$ cat config.mk
export PLATFORM = sky130hd
export DESIGN_NAME = varint_zigzag_delta_decoder
export DESIGN_NICKNAME = d
export VERILOG_FILES = /design/src/vzd_pkg.sv /design/src/vzd_step.sv /design/src/vzd_out_reg.sv /design/src/varint_zigzag_delta_decoder.sv
export SDC_FILE = /design/constraint.sdc
export NUM_CORES = 1
export LEC_CHECK = 0
export ABC_AREA = 0
export BUFFER_PORTS_ARGS = -buffer_cell sky130_fd_sc_hd__buf_2
export CAP_MARGIN = 30
export CORE_MARGIN = 2
export CORE_UTILIZATION = 50
export DETAILED_ROUTE_END_ITERATION = 8
export PLACE_DENSITY_LB_ADDON = 0.1
export SLEW_MARGIN = 20
export SYNTH_ARGS = -nofsm -noshare
export SYNTH_HDL_FRONTEND = slang
export SYNTH_SLANG_ARGS = --single-unit
$ cat constraint.sdc
create_clock -name clk -period 8.1 [get_ports clk]
set_input_delay 1.62 -clock clk [delete_from_list [all_inputs] [get_ports clk]]
set_output_delay 1.62 -clock clk [all_outputs]
set_load 0.1 [all_outputs]
$ cat src/vzd_pkg.sv
// Shared types and constants for the varint zigzag delta decoder.
package vzd_pkg;

  localparam int unsigned ByteW   = 8;
  localparam int unsigned ValueW  = 32;
  localparam int unsigned WideW   = 64;
  localparam int unsigned PosW    = 4;
  localparam int unsigned CountW  = 32;
  localparam int unsigned StatusW = 3;
  localparam int unsigned CfgIdxW = 8;
  localparam int unsigned CfgDataW = 32;
  localparam int unsigned UserW   = 8;

  // Last byte slot of a ten-byte varint.
  localparam logic [PosW-1:0] LastPos = 4'd9;
  localparam logic [WideW-1:0] PlainCap = 64'h0000_0000_0000_FFFF;

  typedef enum logic [StatusW-1:0] {
    ST_OK        = 3'd0,
    ST_OVERLONG  = 3'd1,
    ST_ABOVE     = 3'd2,
    ST_NEGATIVE  = 3'd3,
    ST_TRUNCATED = 3'd4,
    ST_COUNT     = 3'd5
  } status_t;

  typedef enum logic [CfgIdxW-1:0] {
    CFG_DECODE_MODE    = 8'd0,
    CFG_EXPECTED_COUNT = 8'd1
  } cfg_idx_t;

  typedef struct packed {
    logic [ValueW-1:0] value;
    logic              has_value;
    status_t           status;
    logic              end_of_stream;
  } result_t;

endpackage

$ cat src/vzd_step.sv
// Per-byte decode logic and the stream state it updates.
module vzd_step (
  input  logic                         clk,
  input  logic                         rst,
  input  logic                         fire,
  input  logic [vzd_pkg::ByteW-1:0]    data_byte,
  input  logic                         last_byte,
  input  logic                         decode_mode,
  input  logic [vzd_pkg::CountW-1:0]   expected_count,
  output logic                         emit,
  output vzd_pkg::result_t             result
);

  logic [vzd_pkg::WideW-1:0]  partial_value, partial_value_next;
  logic [vzd_pkg::PosW-1:0]   byte_position, byte_position_next;
  logic [vzd_pkg::WideW-1:0]  running_sum, running_sum_next;
  logic [vzd_pkg::CountW-1:0] values_seen, values_seen_next;
  logic                       error_latched, error_latched_next;

  logic [6:0]                  payload;
  logic [6:0]                  shamt;
  logic [vzd_pkg::WideW-1:0]   merged;
  logic [vzd_pkg::WideW-1:0]   zz;
  logic [vzd_pkg::WideW-1:0]   sum;
  logic                        err;
  logic                        tenth;

  assign payload = data_byte[6:0];
  assign tenth   = (byte_position >= vzd_pkg::LastPos);
  // pos * 7; only used for pos 0..8, so it stays within 56
  assign shamt   = {byte_position, 3'b000} - {3'b000, byte_position};
  assign merged  = tenth ? (partial_value | {payload[0], 63'd0})
                         : (partial_value | ({57'd0, payload} << shamt[5:0]));
  assign zz      = {1'b0, merged[63:1]} ^ {vzd_pkg::WideW{merged[0]}};
  assign sum     = running_sum + zz;

  always_comb begin
    partial_value_next = partial_value;
    byte_position_next = byte_position;
    running_sum_next   = running_sum;
    values_seen_next   = values_seen;
    error_latched_next = error_latched;
    emit               = 1'b0;
    err                = 1'b0;
    result.value         = '0;
    result.has_value     = 1'b0;
    result.status        = vzd_pkg::ST_OK;
    result.end_of_stream = last_byte;

    if (error_latched) begin
      // drop bytes until the stream closes; the error was already reported
      emit = last_byte;
    end else begin
      partial_value_next = merged;
      if (data_byte[7]) begin
        if (tenth) begin
          result.status = vzd_pkg::ST_OVERLONG;
          err  = 1'b1;
          emit = 1'b1;
        end else begin
          byte_position_next = byte_position + 4'd1;
        end
      end else begin
        partial_value_next = '0;
        byte_position_next = '0;
        emit = 1'b1;
        if (values_seen == expected_count) begin
          result.status = vzd_pkg::ST_COUNT;
          err = 1'b1;
        end else if (!decode_mode) begin
          if (sum[63]) begin
            result.status = vzd_pkg::ST_NEGATIVE;
            err = 1'b1;
          end else begin
            running_sum_next = sum;
            result.value     = sum[vzd_pkg::ValueW-1:0];
            result.has_value = 1'b1;
          end
        end else begin
          if (merged > vzd_pkg::PlainCap) begin
            result.status = vzd_pkg::ST_ABOVE;
            err = 1'b1;
          end else begin
            result.value     = merged[vzd_pkg::ValueW-1:0];
            result.has_value = 1'b1;
          end
        end
        if (!err) begin
          values_seen_next = values_seen + 32'd1;
        end
      end
      if (err) begin
        error_latched_next = 1'b1;
      end
      if (last_byte) begin
        emit = 1'b1;
        if (!err) begin
          if (byte_position_next != '0) begin
            result.status = vzd_pkg::ST_TRUNCATED;
          end else if (values_seen_next != expected_count) begin
            result.status = vzd_pkg::ST_COUNT;
          end
        end
      end
    end

    if (last_byte) begin
      partial_value_next = '0;
      byte_position_next = '0;
      running_sum_next   = '0;
      values_seen_next   = '0;
      error_latched_next = 1'b0;
    end
  end

  always_ff @(posedge clk) begin
    if (rst) begin
      partial_value <= '0;
      byte_position <= '0;
      running_sum   <= '0;
      values_seen   <= '0;
      error_latched <= 1'b0;
    end else if (fire) begin
      partial_value <= partial_value_next;
      byte_position <= byte_position_next;
      running_sum   <= running_sum_next;
      values_seen   <= values_seen_next;
      error_latched <= error_latched_next;
    end
  end

endmodule

$ cat src/vzd_out_reg.sv
// Result register driving the master-side stream.
module vzd_out_reg (
  input  logic                  clk,
  input  logic                  rst,
  input  logic                  load,
  input  vzd_pkg::result_t      result,
  output logic                  free,
  output logic                  m_tvalid,
  input  logic                  m_tready,
  output logic [vzd_pkg::ValueW-1:0] m_tdata,
  output logic [vzd_pkg::UserW-1:0]  m_tuser,
  output logic                  m_tlast
);

  logic             valid;
  vzd_pkg::result_t held;

  assign free     = !valid || m_tready;
  assign m_tvalid = valid;
  assign m_tdata  = held.value;
  assign m_tuser  = {4'd0, held.status, held.has_value};
  assign m_tlast  = held.end_of_stream;

  always_ff @(posedge clk) begin
    if (rst) begin
      valid <= 1'b0;
    end else if (load) begin
      valid <= 1'b1;
    end else if (m_tready) begin
      valid <= 1'b0;
    end
  end

  always_ff @(posedge clk) begin
    if (load) begin
      held <= result;
    end
  end

endmodule

$ cat src/varint_zigzag_delta_decoder.sv
// Top level of the varint zigzag delta decoder.
//
// Slave stream: one byte of an inflated varint stream per item; tlast marks
// the final byte of the stream. Master stream: zero or one result per byte,
// carrying the decoded value in tdata, {status, has_value} in tuser and the
// end-of-stream flag in tlast. A result appears for a completed varint, an
// error, or the closing byte; other bytes produce nothing downstream.
// Config channel: index 0 writes decode_mode (bit 0), index 1 writes
// expected_count; other indexes are dropped. It is always ready and should
// only be written while no stream is in flight.
//
// An accepted byte is held in the input register, then its result is loaded
// into the output register, which drives m_tvalid. Throughput is one byte per
// cycle unless a byte that yields a result must wait on a stalled receiver;
// the longest path is the varint merge into the 64-bit add.
// Reset clears stream state, config registers and both valid flags.
// When the receiver stalls, the result holds; the input register keeps
// taking bytes that give no result and stops only when one must wait.
module varint_zigzag_delta_decoder (
  input  logic                          clk,
  input  logic                          rst,
  input  logic                          s_tvalid,
  output logic                          s_tready,
  input  logic [vzd_pkg::ByteW-1:0]     s_tdata,   // [7:0] data_byte
  input  logic                          s_tlast,   // last_byte
  output logic                          m_tvalid,
  input  logic                          m_tready,
  output logic [vzd_pkg::ValueW-1:0]    m_tdata,   // [31:0] value
  output logic [vzd_pkg::UserW-1:0]     m_tuser,   // [0] has_value, [3:1] status, rest 0
  output logic                          m_tlast,   // end_of_stream
  input  logic                          cfg_valid,
  output logic                          cfg_ready,
  input  logic [vzd_pkg::CfgIdxW-1:0]   cfg_index,
  input  logic [vzd_pkg::CfgDataW-1:0]  cfg_data
);

  // config registers
  logic                        decode_mode;
  logic [vzd_pkg::CountW-1:0]  expected_count;

  // input register
  logic                        in_valid;
  logic [vzd_pkg::ByteW-1:0]   in_byte;
  logic                        in_last;

  logic             emit;
  logic             out_free;
  logic             advance;
  vzd_pkg::result_t result;

  assign cfg_ready = 1'b1;

  always_ff @(posedge clk) begin
    if (rst) begin
      decode_mode    <= 1'b0;
      expected_count <= '0;
    end else if (cfg_valid) begin
      unique case (cfg_index)
        vzd_pkg::CFG_DECODE_MODE:    decode_mode    <= cfg_data[0];
        vzd_pkg::CFG_EXPECTED_COUNT: expected_count <= cfg_data;
        default: ;
      endcase
    end
  end

  // A byte that yields no result never waits on the output side.
  assign advance  = in_valid && (!emit || out_free);
  assign s_tready = !in_valid || advance;

  always_ff @(posedge clk) begin
    if (rst) begin
      in_valid <= 1'b0;
    end else if (s_tvalid && s_tready) begin
      in_valid <= 1'b1;
    end else if (advance) begin
      in_valid <= 1'b0;
    end
  end

  always_ff @(posedge clk) begin
    if (s_tvalid && s_tready) begin
      in_byte <= s_tdata;
      in_last <= s_tlast;
    end
  end

  vzd_step u_step (
    .clk            (clk),
    .rst            (rst),
    .fire           (advance),
    .data_byte      (in_byte),
    .last_byte      (in_last),
    .decode_mode    (decode_mode),
    .expected_count (expected_count),
    .emit           (emit),
    .result         (result)
  );

  vzd_out_reg u_out (
    .clk      (clk),
    .rst      (rst),
    .load     (advance && emit),
    .result   (result),
    .free     (out_free),
    .m_tvalid (m_tvalid),
    .m_tready (m_tready),
    .m_tdata  (m_tdata),
    .m_tuser  (m_tuser),
    .m_tlast  (m_tlast)
  );

endmodule

==> summary.md, run 1 <==
| Metric | Value |
|---|---|
| Outcome | `finished clean` |
| Multiplexer share of the synthesized area | `1.47%` |
| F_max | `0.132 GHz` |
| CTS H-Tree Depth | `1` |
| Worst setup slack before clock tree synthesis | `31.6 ps` |
| Core area | `31,400 um2` |
| Die H | `182 um` |
| Die Span X | `182 um` |
| Library cell used as clock root buffer | `sky130_fd_sc_hd__clkbuf_16` |
| Post-Synth Simple-Gate Area | `20.2%` |
| Cell Area, Placed | `16,900 um2` |
| Number of cells produced by synthesis | `1,954` |
| Cell family with most CP delay | `simple AND/OR/NAND/NOR gates` |
| Critical Path Slowest Stage Cell | `sky130_fd_sc_hd__a221o_1` |
| Post-synthesis compound-gate area fraction | `24.2%` |
| Number of sinks driven by the clock tree | `245` |
| Routed length per placed instance | `20.5 um` |
| Category of the worst setup path capture point | `flip-flop` |
| Wire length of the first global-routing pass | `78.1 mm` |
| Tightest Pin Transition | `978 ps` |
| Final setup TNS | `0 ps` |
| Total wirelength of the detailed-routed design | `50.2 mm` |
| Adder-cell share of the synthesized area | `5.80%` |
| CTS tree | `yes` |
| Buffering stage count on the worst path with inverters included | `3` |
| Wire length on met1 | `20.7 mm` |
| Reg-to-reg critical path endpoint | `u_out.m_tuser[1]` |
| Starting density of the core | `50.5%` |
| Row Count | `65` |
| Final Slew Violations | `0` |
| CTS Hold Buffers Added | `0` |
| Final Hold Viols | `0` |
| Vias in the first global route | `14,300` |
| Top routing layer used | `met4` |
| Clock-pin slew on the worst setup and hold paths | `70 ps` |
| Source-to-sink clock delay at the later pin of the worst-skew pair | `560 ps` |
| Unrepaired setup endpoints after global routing | `no` |
| Startpoint type of the worst setup path | `flip-flop` |
| Count of different cell masters after synthesis | `99` |
| Final number of setup-violating endpoints | `0` |
| Overall Power | `3290 uW` |
| Worst EP required | `8400 ps` |
| Number of antenna violations at the first check in global routing | `0` |
| Number of buffers inserted by post-CTS setup repair | `0` |
| I/O pin count | `98` |
| Crit path time final | `7580 ps` |
| Worst slew margin relative to its limit | `34.8%` |
| Input/output buffers | `92` |
| Source of the worst hold timing path | `expected_count[30]` |
| Synth Flop Type | `sky130_fd_sc_hd__dfxtp_1` |
| Share of cells above drive strength 1 | `11.3%` |
| Fraction of the yosys area taken by sequential cells | `33.8%` |
| Most numerous cell in the Yosys netlist | `sky130_fd_sc_hd__nor2_1` |
| Summed area of non-filler cells in the final layout | `17,900 um2` |
| Min-Delay Path Depth | `2` |
| Cells on worst reg2reg path | `24` |
| Number of flops mapped to enable cells by yosys | `46` |
| Post-route setup slack | `518 ps` |
| Number of buffers created by CTS | `29` |
| R2R Path Start | `u_step.byte_position[0]` |
| Syn-to-layout area delta | `12.6%` |
| Final weighted congestion in routability-driven placement | `0.976` |
| Worst Hold End | `expected_count[30]` |
| Largest vdd supply drop | `165 uV` |
| Top area cells in the synthesized netlist | `sky130_fd_sc_hd__dfxtp_1, sky130_fd_sc_hd__edfxtp_1, sky130_fd_sc_hd__a21oi_1` |
| Stage delay of the slowest cell on the critical path | `530 ps` |
| 1st-pass router iterations | `5` |
| NumNets Final | `2,151` |
| Placed wire-length estimate after detailed placement | `37.2 mm` |
| Synth top cells by count | `sky130_fd_sc_hd__nor2_1, sky130_fd_sc_hd__a21oi_1, sky130_fd_sc_hd__dfxtp_1` |
| Residual overflow from global routing | `0` |
| Flop2flop setup slack | `520 ps` |
| Via density | `6.04` |
| Met3 Routed Length | `2.66 mm` |
| First-iteration detailed-routing DRC count | `1,007` |
| Maximum buffer depth of the clock tree | `3` |
| Leakage component of the power | `0.00715 uW` |
| Post-synthesis instance area | `15,900 um2` |
| Remaining antenna violation count | `0` |
| Worst min-delay path class | `reg -> reg` |
| Post-synth top area cell | `sky130_fd_sc_hd__dfxtp_1` |
| Routed wire length on met2 | `24.2 mm` |
| Yosys top cell area share | `25.1%` |
| DRC Markers | `0` |
| WS Path Type | `reg -> reg` |
| Total global-route track usage | `29.6%` |
| Power per unit of standard cell area | `184 nW/um2` |
| Via Count | `14,800` |
| Xor/xnor cell area share of the yosys netlist | `10.4%` |
| Share of flip-flops with an asynchronous set or reset | `0%` |
| Count of inserted antenna diode cells | `0` |
| Data arrival, critical path | `7880 ps` |
| Final worst clock skew | `14.7 ps` |
| Dominant combinational cell family by area after synthesis | `compound AO/OA/AOI/OAI gates` |
| Cell-by-cell trace of the critical path | `inv_1 > ha_2 > or3b_1 > a221o_1 > nor3_1 > buf_4 > a21oi_4 > inv_2 > xnor2_1 > ha_1 > nand4_1 > nor3_1 > nand3_1 > a31oi_1 > o21ai_0 > o41a_1 > mux2_2 > o21bai_2 > nand2_1 > o21ai_0 > or4b_1 > a2111oi_0 > and4_1 > o21ai_1` |
| Maximum net fanout on the critical path | `13` |
| Part of the cycle the worst path needs | `93.6%` |
| Largest net degree at the start of global routing | `80` |
| Synth warnings | `0` |
| Die outline area | `33,200 um2` |
| Max-capacitance violation count | `0` |
| Mapped Avg Cell Area | `8.12 um2` |
| Post-synthesis sequential element count | `245` |
-- placed cells by master, fill, tap and decap left out, types with 13 or more instances in the layout --
| cell | instances |
|---|---|
| sky130_fd_sc_hd__clkbuf_16 | 29 |
| sky130_fd_sc_hd__dfxtp_1 | 198 |
| sky130_fd_sc_hd__buf_4 | 49 |
| sky130_fd_sc_hd__nor2b_1 | 32 |
| sky130_fd_sc_hd__o21ai_0 | 87 |
| sky130_fd_sc_hd__ha_1 | 70 |
| sky130_fd_sc_hd__a22oi_1 | 87 |
| sky130_fd_sc_hd__and3_1 | 24 |
| sky130_fd_sc_hd__a31oi_1 | 20 |
| sky130_fd_sc_hd__a21oi_1 | 226 |
| sky130_fd_sc_hd__a21o_1 | 44 |
| sky130_fd_sc_hd__nand2_1 | 162 |
| sky130_fd_sc_hd__nand2b_1 | 16 |
| sky130_fd_sc_hd__xnor2_1 | 123 |
| sky130_fd_sc_hd__nor2_1 | 238 |
| sky130_fd_sc_hd__and2_1 | 14 |
| sky130_fd_sc_hd__nor4_1 | 22 |
| sky130_fd_sc_hd__xor2_1 | 63 |
| sky130_fd_sc_hd__nand3_1 | 41 |
| sky130_fd_sc_hd__nor3_1 | 38 |
| sky130_fd_sc_hd__nand4_1 | 26 |
| sky130_fd_sc_hd__edfxtp_1 | 46 |
| sky130_fd_sc_hd__or3_1 | 13 |
| sky130_fd_sc_hd__inv_1 | 42 |
| sky130_fd_sc_hd__buf_2 | 92 |
| sky130_fd_sc_hd__a22o_1 | 18 |
-- state kept, by name (all words and copies together), names as in the netlist --
register and cells:
u_out.m_tlast 1, u_out.m_tdata 32, u_step.byte_position 4, in_last 1
u_step.values_seen 32, u_out.m_tuser 4, u_step.error_latched 1, expected_count 32
in_byte 8, u_step.running_sum 63, u_step.partial_value 64, decode_mode 1
in_valid 1, u_out.m_tvalid 1
-- per-stage QoR --
stage	instances	util [%]	hold slack (ps)
2_1_floorplan	1957	-	439
3_3_place_gp	2391	53.5	451
3_5_place_dp	2395	53.7	463
4_1_cts	2448	56.8	471
5_1_grt	2448	56.9	484
6_report	2448	56.9	466
-- final cells by class --
type | instances | area (um2)
clock buffer | 38 | 779
fill | 2979 | 13500
timing repair buffer | 145 | 893
clock inverter | 15 | 181
sequential | 245 | 5370
tap | 402 | 503
inverter | 43 | 161
multi-input combinational | 1560 | 9980
-- tightest hold or removal path, cell delays in order (launching register included) --
cell and delay [ps]:
sky130_fd_sc_hd__dfxtp_1 310, sky130_fd_sc_hd__nand2_1 50, sky130_fd_sc_hd__a21oi_1 50
-- cells by family (layout without fill, tap and decap cells) --
group           Yosys count  in the layout
compound gates          600            600
xor+xnor                188            188
fa+ha+maj                73             73
buf+inv                 152            241
flops                   245            245
mux                      20             20
other cells               2              5
simple gates            674            674
-- how the worst max path moves through the flow --
stage          cells past startpoint               end  slack [ps]                     from
2_1_floorplan                     29  u_out.m_tuser[1]         960  u_step.byte_position[1]
3_3_place_gp                      24  u_out.m_tuser[1]         150  u_step.byte_position[0]
3_5_place_dp                      22  u_out.m_tuser[1]          30  u_step.byte_position[0]
4_1_cts                           22  u_out.m_tuser[1]          10  u_step.byte_position[0]
5_1_grt                           25  u_out.m_tuser[1]         110  u_step.byte_position[0]
6_report                          24  u_out.m_tuser[1]         520  u_step.byte_position[0]
-- report_power, final --
group	switching (uW)	total, uW	internal [uW]
combinational	446	678	232
clock	535	1340	802
sequential	14.9	1280	1260
-- per-layer routing --
layer / track usage, % / vias up
li1: - / 7194
met1: 36.3 / 6970
met2: 51.7 / 478
met3: 3.57 / 139
met4: 14.4 / 0
met5: 0 / -
-- repair_timing --
action                                  in CTS  in global routing
endpoints found under the setup margin       0                 18
resized for setup                            0                 10
endpoints found under the hold margin        0                  0
No activity file was read; power rests on OpenSTA's default activity.
==> run 2, diff against run 1 <==
--- a/config.mk
+++ b/config.mk
@@ -6,11 +6,13 @@
 export NUM_CORES = 1
 export LEC_CHECK = 0
 export ABC_AREA = 0
+export ABC_CLOCK_PERIOD_IN_PS = 8100
 export BUFFER_PORTS_ARGS = -buffer_cell sky130_fd_sc_hd__buf_2
 export CAP_MARGIN = 30
 export CORE_MARGIN = 2
-export CORE_UTILIZATION = 50
+export CORE_UTILIZATION = 60
 export DETAILED_ROUTE_END_ITERATION = 8
+export GPL_TIMING_DRIVEN = 0
 export PLACE_DENSITY_LB_ADDON = 0.1
 export SLEW_MARGIN = 20
 export SYNTH_ARGS = -nofsm -noshare
==> run 2 against run 1 <==
- setup slack worse by 200 ps
- critical endpoint unchanged
- clock power is 5% lower
- clock-buffer cell count fell by 1
- register-to-register slack got worse by 200 ps
- maximum frequency shrank 2.6%
- highest routed layer unchanged
- critical path depth increased by 2
- non-clock buffer count up 59
- via count rose by 4.6%
- global-route usage grew 4.4 points
- total power down 1.5%
- clock skew fell by 1.7 ps
==> summary.md, run 2 (synthesized netlist as in run 1, its figures left out) <==
| Metric | Value |
|---|---|
| Outcome | `finished clean` |
| Row Count | `59` |
| Max-capacitance violation count | `0` |
| Flip-flop count of the largest register, all copies and words added | `64` |
| Residual overflow from global routing | `0` |
| Cell family with most CP delay | `compound AO/OA/AOI/OAI gates` |
| Die Span X | `167 um` |
| Data arrival, critical path | `8080 ps` |
| Worst slew margin relative to its limit | `39.3%` |
| Buffering stage count on the worst path with inverters included | `5` |
| Final Hold Viols | `0` |
| Share of cells above drive strength 1 | `11.7%` |
| Worst min-delay path class | `reg -> reg` |
| NumNets Final | `2,209` |
| Category of the worst setup path capture point | `flip-flop` |
| Part of the cycle the worst path needs | `96.1%` |
| Vias in the first global route | `14,700` |
| Most common cell after layout, fill and taps aside | `sky130_fd_sc_hd__nor2_1` |
| Top reg by flops | `u_step.partial_value` |
| Source-to-sink clock delay at the later pin of the worst-skew pair | `540 ps` |
| Clock-pin slew on the worst setup and hold paths | `60 ps` |
| Number of antenna violations at the first check in global routing | `0` |
| Input/output buffers | `92` |
| DRC Markers | `0` |
| F_max | `0.128 GHz` |
| CTS H-Tree Depth | `1` |
| Stage delay of the slowest cell on the critical path | `690 ps` |
| CTS Hold Buffers Added | `0` |
| Worst Setup SP | `u_step.byte_position[0]` |
| Power per unit of standard cell area | `180 nW/um2` |
| Number of buffers created by CTS | `28` |
| Die H | `167 um` |
| Maximum buffer depth of the clock tree | `3` |
| Startpoint type of the worst setup path | `flip-flop` |
| Overall Power | `3240 uW` |
| CTS tree | `yes` |
| First-iteration detailed-routing DRC count | `1,528` |
| Total global-route track usage | `34.0%` |
| Largest vdd supply drop | `218 uV` |
| Crit path to | `u_out.m_tuser[1]` |
| Starting density of the core | `61.1%` |
| Core area | `26,000 um2` |
| Routed length per placed instance | `20.0 um` |
| Final worst clock skew | `12.9 ps` |
| I/O pin count | `98` |
| Flop2flop setup slack | `310 ps` |
| Die outline area | `27,800 um2` |
| Leakage component of the power | `0.00716 uW` |
| Placed wire-length estimate after detailed placement | `36.7 mm` |
| Count of inserted antenna diode cells | `0` |
| Registers with the highest flip-flop counts | `u_step.partial_value: 64 flops, u_step.running_sum: 63 flops` |
| Crit path time final | `7790 ps` |
| Critical Path Slowest Stage Cell | `sky130_fd_sc_hd__a211oi_2` |
| Commonest cells after routing, fill and taps aside | `sky130_fd_sc_hd__nor2_1, sky130_fd_sc_hd__a21oi_1, sky130_fd_sc_hd__dfxtp_1` |
| Logic depth of the worst setup path including buffers | `26` |
| R2R Path Start | `u_step.byte_position[0]` |
| Syn-to-layout area delta | `13.4%` |
| Final Slew Violations | `0` |
| Summed area of non-filler cells in the final layout | `18,000 um2` |
| Remaining antenna violation count | `0` |
| Final weighted congestion in routability-driven placement | `0.996` |
| Number of sinks driven by the clock tree | `245` |
| Via density | `6.34` |
| 1st-pass router iterations | `6` |
| Via Count | `15,500` |
| Largest net degree at the start of global routing | `38` |
| Worst EP required | `8400 ps` |
| Reg-to-reg critical path endpoint | `u_out.m_tuser[1]` |
| Final setup TNS | `0 ps` |
| Total wirelength of the detailed-routed design | `48.8 mm` |
| WS Path Type | `reg -> reg` |
| Wire length of the first global-routing pass | `76.7 mm` |
| Maximum net fanout on the critical path | `10` |
| Library cell used as clock root buffer | `sky130_fd_sc_hd__clkbuf_16` |
| Final number of setup-violating endpoints | `0` |
| Tightest Pin Transition | `911 ps` |
| Cells on worst reg2reg path | `26` |
| Cell Area, Placed | `16,800 um2` |
run 2: changes by cell type in the layout (fill, tap and decap cells not counted), sizes merged:
cell,change
bufinv,-1
inv,-1
clkinvlp,-2
clkbuf,+78
buf,-20
clkinv,+4
run 2: worst min-delay path by stage:
stage / from / to / slack [ps] / cells past startpoint
final: expected_count[28] / expected_count[28] / 470 / 2
after global routing: expected_count[28] / expected_count[28] / 480 / 2
after CTS: expected_count[8] / expected_count[8] / 470 / 2
after detailed placement: expected_count[8] / expected_count[8] / 460 / 2
after global placement: u_step.running_sum[48] / u_step.running_sum[48] / 460 / 1
after floorplan: u_step.partial_value[54] / u_step.partial_value[54] / 440 / 2
run 2: per-stage QoR:
step,util (%),hold WS (ps),worst slack (ps),std cells
3_5_place_dp,64.6,461,-1170,2389
4_1_cts,68.5,469,1.88,2439
3_3_place_gp,64.5,456,-1440,2384
2_1_floorplan,-,439,961,1957
5_1_grt,69.2,478,-85.6,2439
6_report,69.2,465,315,2439
run 2: per-layer routing:
metal	part of all wire, %	wire, um	track usage (%)
met1	41	19800	42.0
met2	48	23500	59.1
met3	6.7	3250	4.63
met4	4.6	2230	15.0
met5	0	0	0
run 2: final cells by class:
class	count	area [um2]
Clock buffer	37	766
Sequential cell	245	5370
Inverter	43	164
Timing Repair Buffer	103	533
Multi-Input combinational cell	1560	10100
Fill cell	2189	7990
Buffer	101	459
Tap cell	335	419
Clock inverter	15	149
run 2: timing repair:
action	4_1_cts	5_1_grt
buffers inserted	1	5
pin swaps	1	6
gates resized for setup	26	46
setup endpoints to repair	97	19
run 2: worst min-delay path, stage by stage, from the launching register on:
cell and delay [ps]:
sky130_fd_sc_hd__dfxtp_1 310, sky130_fd_sc_hd__nand2_1 50, sky130_fd_sc_hd__a21oi_1 50
run 2: report_power, final:
group | internal, uW | leakage [uW] | switching [uW] | total (uW)
clock network | 757 | 0.000453 | 510 | 1270
logic | 233 | 0.00466 | 467 | 700
registers | 1260 | 0.00206 | 13.0 | 1270
